### src/hbc_ram.sv
// Generic single-port-write, single-port-read RAM with registered read data.
module hbc_ram #(
    parameter int unsigned WIDTH = 8,
    parameter int unsigned DEPTH = 16
) (
    input  logic                                  aclk,
    input  logic                                  we,
    input  logic [(DEPTH > 1 ? $clog2(DEPTH) : 1)-1:0] waddr,
    input  logic [WIDTH-1:0]                      wdata,
    input  logic                                  re,
    input  logic [(DEPTH > 1 ? $clog2(DEPTH) : 1)-1:0] raddr,
    output logic [WIDTH-1:0]                      rdata
);

    logic [WIDTH-1:0] mem [DEPTH];

    // Write port
    always_ff @(posedge aclk) begin
        if (we) begin
            mem[waddr] <= wdata;
        end
    end

    // Registered read port
    always_ff @(posedge aclk) begin
        if (re) begin
            rdata <= mem[raddr];
        end
    end

endmodule

### config.mk
export PLATFORM = sky130hd
export DESIGN_NAME = hbc_ram
export DESIGN_NICKNAME = d
export VERILOG_FILES = /design/src/hbc_ram.sv
export SDC_FILE = /design/constraint.sdc
export NUM_CORES = 1
export LEC_CHECK = 0
export ABC_AREA = 1
export BUFFER_PORTS_ARGS = -buffer_cell sky130_fd_sc_hd__buf_4
export CORE_MARGIN = 3
export CORE_UTILIZATION = 50
export DETAILED_ROUTE_END_ITERATION = 8
export HOLD_SLACK_MARGIN = 0.06
export PLACE_DENSITY = 0.67
export SLEW_MARGIN = 10
export SYNTH_ARGS = -nofsm -noshare
export SYNTH_HDL_FRONTEND = slang
export SYNTH_SLANG_ARGS = --single-unit
### constraint.sdc
create_clock -name aclk -period 1.9 [get_ports aclk]
set_input_delay 0.19 -clock aclk [delete_from_list [all_inputs] [get_ports aclk]]
set_output_delay 0.19 -clock aclk [all_outputs]
set_load 0.05 [all_outputs]
==> impl_metrics.yaml <==
yosys:
  synth_area_leaders: "edfxtp_1 (70%), nand2_1 (11%), nand3_1 (8.3%)"
  synth_top_cell_by_area: "edfxtp_1"
  synth-edff-count: 136
  seq_area_frac_synth_pct: 69.85
  synth.distinct_cells: 11
  synth.top_cell.area_share_pct: 69.85
  syn_area_per_cell_sq_um: 10.61
  netlist_area_sq_um: 5847
  syn_nets: 570
  yosys_warnings: 0
  netlist_top_cells_count: "nand2_1 (173), edfxtp_1 (136), inv_1 (100), nand3_1 (97), nor2_1 (17)"
  ys.flop_type: "edfxtp_1"
  synth_seq_cells: 136
  synth_most_common_cell: "nand2_1"
  async_reset_ff_share_pct: 0
  synth_cells: 551
power_and_ir_drop:
  p_sw_share_pct: 21.47
  pwr-share-seq_pct: 49.3
  vdd_ir_drop_max_mv: 0.4933
  p_clk_share_pct: 43.9
  powerDensity_nw_per_um2: 1017
  internal-power_uw: 5421
  power_uw: 6903
  power_switching_uw: 1482
  p_leak_uw: 0.002945
  pwr-share-comb_pct: 6.9
floorplanning:
  die_h_microns: 114.1
  initial_core_util_pct: 52.55
  row_count: 38
  die-area_sq_um: 13030
  core_area_sq_um: 11130
  io_pins: 27
  die_x_microns: 114.1
global_routing:
  use_met3_pct: 4.651
  grtUsageMet1_pct: 31.78
  grt_most_used_layer: "met2"
  antenna_found_initial: 0
  gr-total-overflow: 0
  grt_pass1_vias: 3849
  grt_usage_pct: 21.92
  grt_pass1_wl_microns: 21200
  grt_max_degree: 45
  grt_use_met2_pct: 32.24
clock_network:
  htree_levels: 4
  path_clk_slew_ns: 0.05
  tritoncts: "done"
  cts_buffers: 17
  worstSkewPairLatency_ns: 0.41
  clock_path_buffers: 2
  clock_sinks: 136
  postCtsSetupBuffers: 0
  cts-root-buf: "clkbuf_16"
run_status:
  status: "complete, no violations"
detailed_routing:
  drc: 0
  num_vias: 3861
  ant_nets: 0
  wl_per_cell_microns: 17.48
  first_iter_violations: 473
  drtPass1Iterations: 6
  vias_per_cell: 5.169
  drt_wl_total_microns: 13060
timing:
  max_freq_ghz: 0.8204
  hold_viol_final: 0
  hold_slack_ns: 0.1160
  layout_min_cycle_time_ns: 1.219
  slew_violations: 0
  slew_headroom_pct: 52.65
  setup_tns_ns: 0
  rsz0062_at_grt: "no"
  skew_ns: 0.003858
  worst_pin_slew_ns: 0.7076
  post-route-period-util_pct: 64.15
  setup_viol: 0
setup_path:
  cp_cell_sequence: "buf_4"
  arrival_ns: 1.03
  worst_setup_path_end_kind: "output port"
  critical_path_class: "flip-flop to output port"
  cp_max_fo: 1
  slowest_delay_ns: 0.41
  critPathRequiredTime_ns: 1.71
  slowest_stage: "edfxtp_1"
  critPathBufInv: 1
  crit_family: "flip-flops"
  worstSetupStartpointType: "flip-flop"
placed_design:
  io_buffers: 26
  dp.cells: 714
  dpl.hpwl_microns: 8072
  place.gp.congestion: 0.8663
final_layout:
  num_antenna_cells: 0
  final_cell_count_no_fill: 747
  finish.net_count: 613
  syn_to_final_growth_pct: 16.11
  drive_above_1_share_pct: 12.36
  num-fill-cells: 927
worst_hold_path:
  hold_path.class: "input port to flip-flop"
job:
  cap_violations: 0
## power by group through the flow
stage	Clock, uW	Sequential, uW	Combinational [uW]
2_1_floorplan	0	3510	237
3_3_place_gp	0	3460	472
3_5_place_dp	0	3460	473
4_1_cts	3070	3400	478
5_1_grt	3210	3410	526
6_report	3030	3400	474
## what timing repair did
action / in CTS / in global routing
hold buffers: 1 / 0
endpoints found under the setup margin: 0 / 0
resized for setup: 0 / 0
endpoints found under the hold margin: 8 / 0
## per-layer routing
layer | part of all wire, % | vias up
li1 | - | 1866
met1 | 45 | 1802
met2 | 45 | 166
met3 | 7.7 | 27
met4 | 2.7 | 0
met5 | 0 | -
## cells in the final DEF (no fill, tap or decap), drive strengths merged
cell / synthesis / final
nand2: 173 / 173
edfxtp: 136 / 136
inv: 102 / 102
nand3: 97 / 97
buf: 24 / 47
clkbuf: 0 / 20
nor2: 17 / 17
clkinv: 0 / 9
nand3b: 2 / 2
bufinv: 0 / 2
clkinvlp: 0 / 1
dlygate4sd3: 0 / 1
## final cells by class
type                            instances  area, sq um  share of cell area (%)
Clock buffer                           20        436.7                   6.432
Clock inverter                         12        108.9                   1.603
Sequential cell                       136         4084                   60.15
Tap cell                              140        175.2                   2.580
Multi-Input combinational cell        289         1214                   17.88
Timing Repair Buffer                   48        387.9                   5.713
Inverter                              102        382.9                   5.640
## flip-flops by register name, indices dropped and copies added, names as in the netlist
| signal | flops |
|---|---|
| mem | 128 |
| rdata | 8 |
## final timing paths
path / startpoint / end / slack, ns / cells after the start
min reg2reg: mem[10][3]$_DFFE_PP_ / rdata[3]$_DFFE_PP_ / 0.76 / 6
max: rdata[6]$_DFFE_PP_ / rdata[6] / 0.68 / 1
min: wdata[1] / mem[3][1]$_DFFE_PP_ / 0.12 / 1
max reg2reg: mem[15][5]$_DFFE_PP_ / rdata[5]$_DFFE_PP_ / 0.74 / 6
## through the flow
stage                     area, sq um  setup slack [ns]  utilization (%)
after global routing             6789            0.6170            61.02
final                            6789            0.6811            61.02
after CTS                        6789            0.6642            61.02
after floorplan                  5847            0.7592                -
after global placement           6233            0.3077            56.03
after detailed placement         6233            0.3078            56.03
## logic make-up after synthesis
logic type | after synthesis | share of synthesized area, %
buffers and inverters | 126 | 9.394
AND/OR/NAND/NOR | 289 | 20.76
flip-flops | 136 | 69.85
(Power assumes the default switching activity.)
