$ cat config.mk
export PLATFORM = sky130hd
export DESIGN_NAME = hbc_set_hash
export DESIGN_NICKNAME = d
export VERILOG_FILES = /design/src/hbc_pkg.sv /design/src/hbc_set_hash.sv
export SDC_FILE = /design/constraint.sdc
export NUM_CORES = 1
export LEC_CHECK = 0
export BUFFER_PORTS_ARGS = -buffer_cell sky130_fd_sc_hd__buf_2
export CAP_MARGIN = 20
export CORE_MARGIN = 1
export CORE_UTILIZATION = 50
export DETAILED_ROUTE_END_ITERATION = 12
export GPL_TIMING_DRIVEN = 0
export PLACE_DENSITY = 0.68
export SLEW_MARGIN = 20
export SYNTH_ARGS = -nofsm -noshare
export SYNTH_HDL_FRONTEND = slang
export SYNTH_SLANG_ARGS = --single-unit
$ cat constraint.sdc
create_clock -name aclk -period 16.2 [get_ports aclk]
set_clock_uncertainty 0.2 [all_clocks]
set_input_delay 4.05 -clock aclk [delete_from_list [all_inputs] [get_ports aclk]]
set_output_delay 4.05 -clock aclk [all_outputs]
set_load 0.01 [all_outputs]
$ cat src/hbc_pkg.sv
// Shared types and codes of the hashed buffer cache tag engine.
package hbc_pkg;

    // Fixed field widths of the request and result transfers
    localparam int unsigned KEY_W       = 32;
    localparam int unsigned STAMP_W     = 32;
    localparam int unsigned ENTRY_IDX_W = 7;
    localparam int unsigned MODE_W      = 2;
    localparam int unsigned STATUS_W    = 3;

    // Request modes
    localparam logic [MODE_W-1:0] MODE_GET     = 2'd0;
    localparam logic [MODE_W-1:0] MODE_RELEASE = 2'd1;
    localparam logic [MODE_W-1:0] MODE_PIN     = 2'd2;
    localparam logic [MODE_W-1:0] MODE_UNPIN   = 2'd3;

    // Result status codes
    localparam logic [STATUS_W-1:0] STATUS_DONE      = 3'd0;
    localparam logic [STATUS_W-1:0] STATUS_ALLOC     = 3'd1;
    localparam logic [STATUS_W-1:0] STATUS_NO_FREE   = 3'd2;
    localparam logic [STATUS_W-1:0] STATUS_UNDERFLOW = 3'd3;
    localparam logic [STATUS_W-1:0] STATUS_OVERFLOW  = 3'd4;

    typedef struct packed {
        logic [MODE_W-1:0]      mode;
        logic [KEY_W-1:0]       device;
        logic [KEY_W-1:0]       block_number;
        logic [ENTRY_IDX_W-1:0] entry_index;
        logic [STAMP_W-1:0]     now;
    } hbc_req_t;

    typedef struct packed {
        logic [STATUS_W-1:0]    status;
        logic [ENTRY_IDX_W-1:0] result_index;
        logic                   need_disk_read;
    } hbc_rsp_t;

endpackage

$ cat src/hbc_set_hash.sv
// Set index unit: 32-bit sum modulo the set count in three pipelined steps.
module hbc_set_hash
    import hbc_pkg::*;
#(
    parameter int unsigned NUM_SETS = 13
) (
    input  logic                                        aclk,
    input  logic                                        aresetn,
    input  logic                                        start,
    input  logic [KEY_W-1:0]                            sum,
    output logic                                        done,
    output logic [(NUM_SETS > 1 ? $clog2(NUM_SETS) : 1)-1:0] set_index
);

    localparam int unsigned SET_W = (NUM_SETS > 1) ? $clog2(NUM_SETS) : 1;
    // Residues of the byte weights 2^0, 2^8, 2^16 and 2^24
    localparam logic [15:0] RES0  = 16'(1 % NUM_SETS);
    localparam logic [15:0] RES1  = 16'(256 % NUM_SETS);
    localparam logic [15:0] RES2  = 16'(65536 % NUM_SETS);
    localparam logic [15:0] RES3  = 16'(16777216 % NUM_SETS);
    // Rounded-up reciprocal, exact for every 16-bit folded sum
    localparam int unsigned SHIFT = 16 + $clog2(NUM_SETS);
    localparam logic [17:0] RECIP = 18'(((2 ** SHIFT) + NUM_SETS - 1) / NUM_SETS);

    logic [15:0]      fold_reg, fold_next;
    logic [15:0]      fold_d_reg;
    logic [15:0]      quo_reg, quo_next;
    logic [SET_W-1:0] rem_reg, rem_next;
    logic             step1_reg;
    logic             step2_reg;
    logic             done_reg;
    logic [33:0]      prod;

    // Fold the bytes by their residues, then quotient by reciprocal and remainder
    always_comb begin
        fold_next = 16'(sum[7:0])   * RES0 + 16'(sum[15:8])  * RES1
                  + 16'(sum[23:16]) * RES2 + 16'(sum[31:24]) * RES3;
        prod      = 34'(fold_reg) * 34'(RECIP);
        quo_next  = 16'(prod >> SHIFT);
        rem_next  = SET_W'(fold_d_reg - quo_reg * 16'(NUM_SETS));
    end

    // Control
    always_ff @(posedge aclk) begin
        if (!aresetn) begin
            step1_reg <= 1'b0;
            step2_reg <= 1'b0;
            done_reg  <= 1'b0;
        end else begin
            step1_reg <= start;
            step2_reg <= step1_reg;
            done_reg  <= step2_reg;
        end
    end

    // Datapath
    always_ff @(posedge aclk) begin
        if (start) begin
            fold_reg <= fold_next;
        end
        if (step1_reg) begin
            fold_d_reg <= fold_reg;
            quo_reg    <= quo_next;
        end
        if (step2_reg) begin
            rem_reg <= rem_next;
        end
    end

    assign done      = done_reg;
    assign set_index = rem_reg;

endmodule

==> results.toml <==
[logic_synthesis]
netlist_instances = 469
synth-seq-area-share = 0.160
yosys_warnings = 0
synth-edff-count = 25
ys_seq_elements = 28
mappedNetlistNets = 694
postSynth.topFlopCell = "edfxtp_1"
synth-async-reset-ratio = 0
synthDistinctLibCells = 39
syn_area_per_cell_um2 = 10.8
synth_area_um2 = 5050

[cells_and_area]
syn_to_final_growth_pct = 8.25
mostFrequentLayoutCells = "inv_1, ha_1, fa_1"
fillerInstances = 875
fin_util = 0.560
mostFrequentLayoutCell = "inv_1"
largest_reg_flops = 13
finalInstanceArea_um2 = 5470
final_layout_size_suffix_gt1_frac = 0.0879
finalNetCount = 738
antenna_cells_inserted = 0

[hold_path]
holdCritPathClass = "reg2reg"
min_from = "step2_reg"
worst_hold_depth = 0
worstHoldEndpoint = "set_index[0]"

[critical_path]
timing.rr.end = "quo_reg[3]"
cpMostUsedCell = "fa_1"
critPathCaptureType = "flip-flop"
crit_fanout = 4
number_of_cells_on_the_worst_reg_to_reg_path = 14
worstPathArrival_ps = 7620
r2r_start = "fold_reg[2]"
cp_slowest_stage_delay_ps = 550
cp-startpoint = "sum[11]"
path_class = "in2reg"
r2r_setup_slack_ps = 10710
critical-path-slowest-cell = "fa_1"
crit_path_cells = "buf_2, fa_1, fa_1, inv_1, fa_1, fa_1, inv_1, ha_1, nor2b_1, o21ai_0, a21oi_1, o31ai_1, o21ai_0"
startpoint_type = "primary input"
crit_required_ps = 16020

[floorplan]
fp.dieW_um = 103
num_io_pins = 40
die_area_um2 = 10500
y_dimension_of_the_die_um = 103
rows = 36
initial_core_util = 0.517
core_region_area_um2 = 9770

[timing]
setup_violations = 0
finalWorstPathRequiredPeriod_ps = 7800
grt_setup_unrepaired = "no"
timing.fmax_ghz = 0.128
fin_tns_setup_ps = 0
report.final.slew_viol_count = 0
worst_slew_margin_rel = 0.668
fin_crit_sh = 0.481
setup_ws_final_ps = 8400
timing_hold_violations_final = 0
worst_pin_slew_ps = 497

[global_route]
first_global_vias = 3524
antenna_found_initial = 0
grt_max_degree = 16
grt_usage = 0.186
grt_overflow_total = 0
grt_first_pass_wirelength_mm = 15.2

[drt]
drt_first_pass_iters = 4
detail-route-antenna-nets = 0
via_per_inst = 5.02
initialDrtViolationCount = 70
vias = 3239
drcViolationCount = 0
finalWirelength_mm = 8.25
wire_per_inst_um = 12.8

[cts]
postCtsResizedCells = 0
insertion_delay_ps = 280
number_of_buffers_on_the_longest_clock_path = 2
post_cts_buffers = 0
holdBufCountCts = 0
clk_transition_reported_paths_ps = 90
cts_tree = "built"
ctsRootBufferMaster = "clkbuf_8"
h-tree-depth = 1
cts_inserted_buffers = 3
cts.sinks = 28

[placed_design]
placed_area_um2 = 5410
globalplace.congestion = 0.777
place.detailed.hpwl_mm = 7.36
place.port_buffers = 39
setup_ws_pre_cts_ps = 8140

[status]
result_of_the_run = "finished clean"

[run]
drv.max_cap_violation_count = 0
cells by family (layout without fill, tap and decap cells):
kind of cell,Yosys count,after routing,share of synthesized area
compound gates,42,42,0.0589
xor+xnor,26,26,0.0451
fa+ha+maj,190,190,0.585
buf+inv,141,184,0.105
flops,28,28,0.160
mux,2,2,0.00421
simple gates,40,40,0.0416
layout make-up:
cell class                 instances  area [µm²]  area share
sequential                        28         811       0.148
clock buffer                       4        55.1      0.0101
inverter                         141         529      0.0968
multi-input combinational        300        3710       0.679
timing repair buffer              39         195      0.0357
tap                              133         166      0.0304
cell usage after synthesis, drive strengths merged, types with 3 or more instances:
cell / instances / area share
a21o: 8 / 0.012
a21oi: 7 / 0.0069
and2: 5 / 0.0062
dfxtp: 3 / 0.012
edfxtp: 25 / 0.15
fa: 77 / 0.31
ha: 113 / 0.28
inv: 141 / 0.10
nand2: 9 / 0.0067
nand2b: 5 / 0.0062
nand3: 3 / 0.0030
nor2: 5 / 0.0037
nor3: 3 / 0.0030
o21ai: 10 / 0.0099
or3: 3 / 0.0037
xnor2: 24 / 0.042
per-layer routing:
layer,routed length (µm),global-route usage,up-vias
met3,114,0.0163,4
met1,3670,0.223,1630
met4,40,0.0242,0
met5,0,0,-
met2,4430,0.366,25
li1,-,-,1580
per-stage QoR:
stage | hold slack [ps] | cells
2_1_floorplan | 305 | 469
3_3_place_gp | 323 | 641
3_5_place_dp | 324 | 641
4_1_cts | 344 | 645
5_1_grt | 369 | 645
6_report | 337 | 645
critical path: cells and delay by family:
kind	cells	cell delay (ps)
adder cells (fa/ha/maj)	5	2260
AND/OR/NAND/NOR	1	150
buffers and inverters	3	210
AO/OA/AOI/OAI	4	930
how the worst max path moves through the flow:
stage,cells past startpoint,to
after floorplan,12,fold_reg[12]
after global placement,13,fold_reg[12]
after detailed placement,13,fold_reg[12]
after CTS,13,fold_reg[12]
after global routing,13,fold_reg[12]
final,13,fold_reg[12]
Power is not shown: default switching activity piles up to over one toggle a cycle in this logic, so the estimate is an artifact.
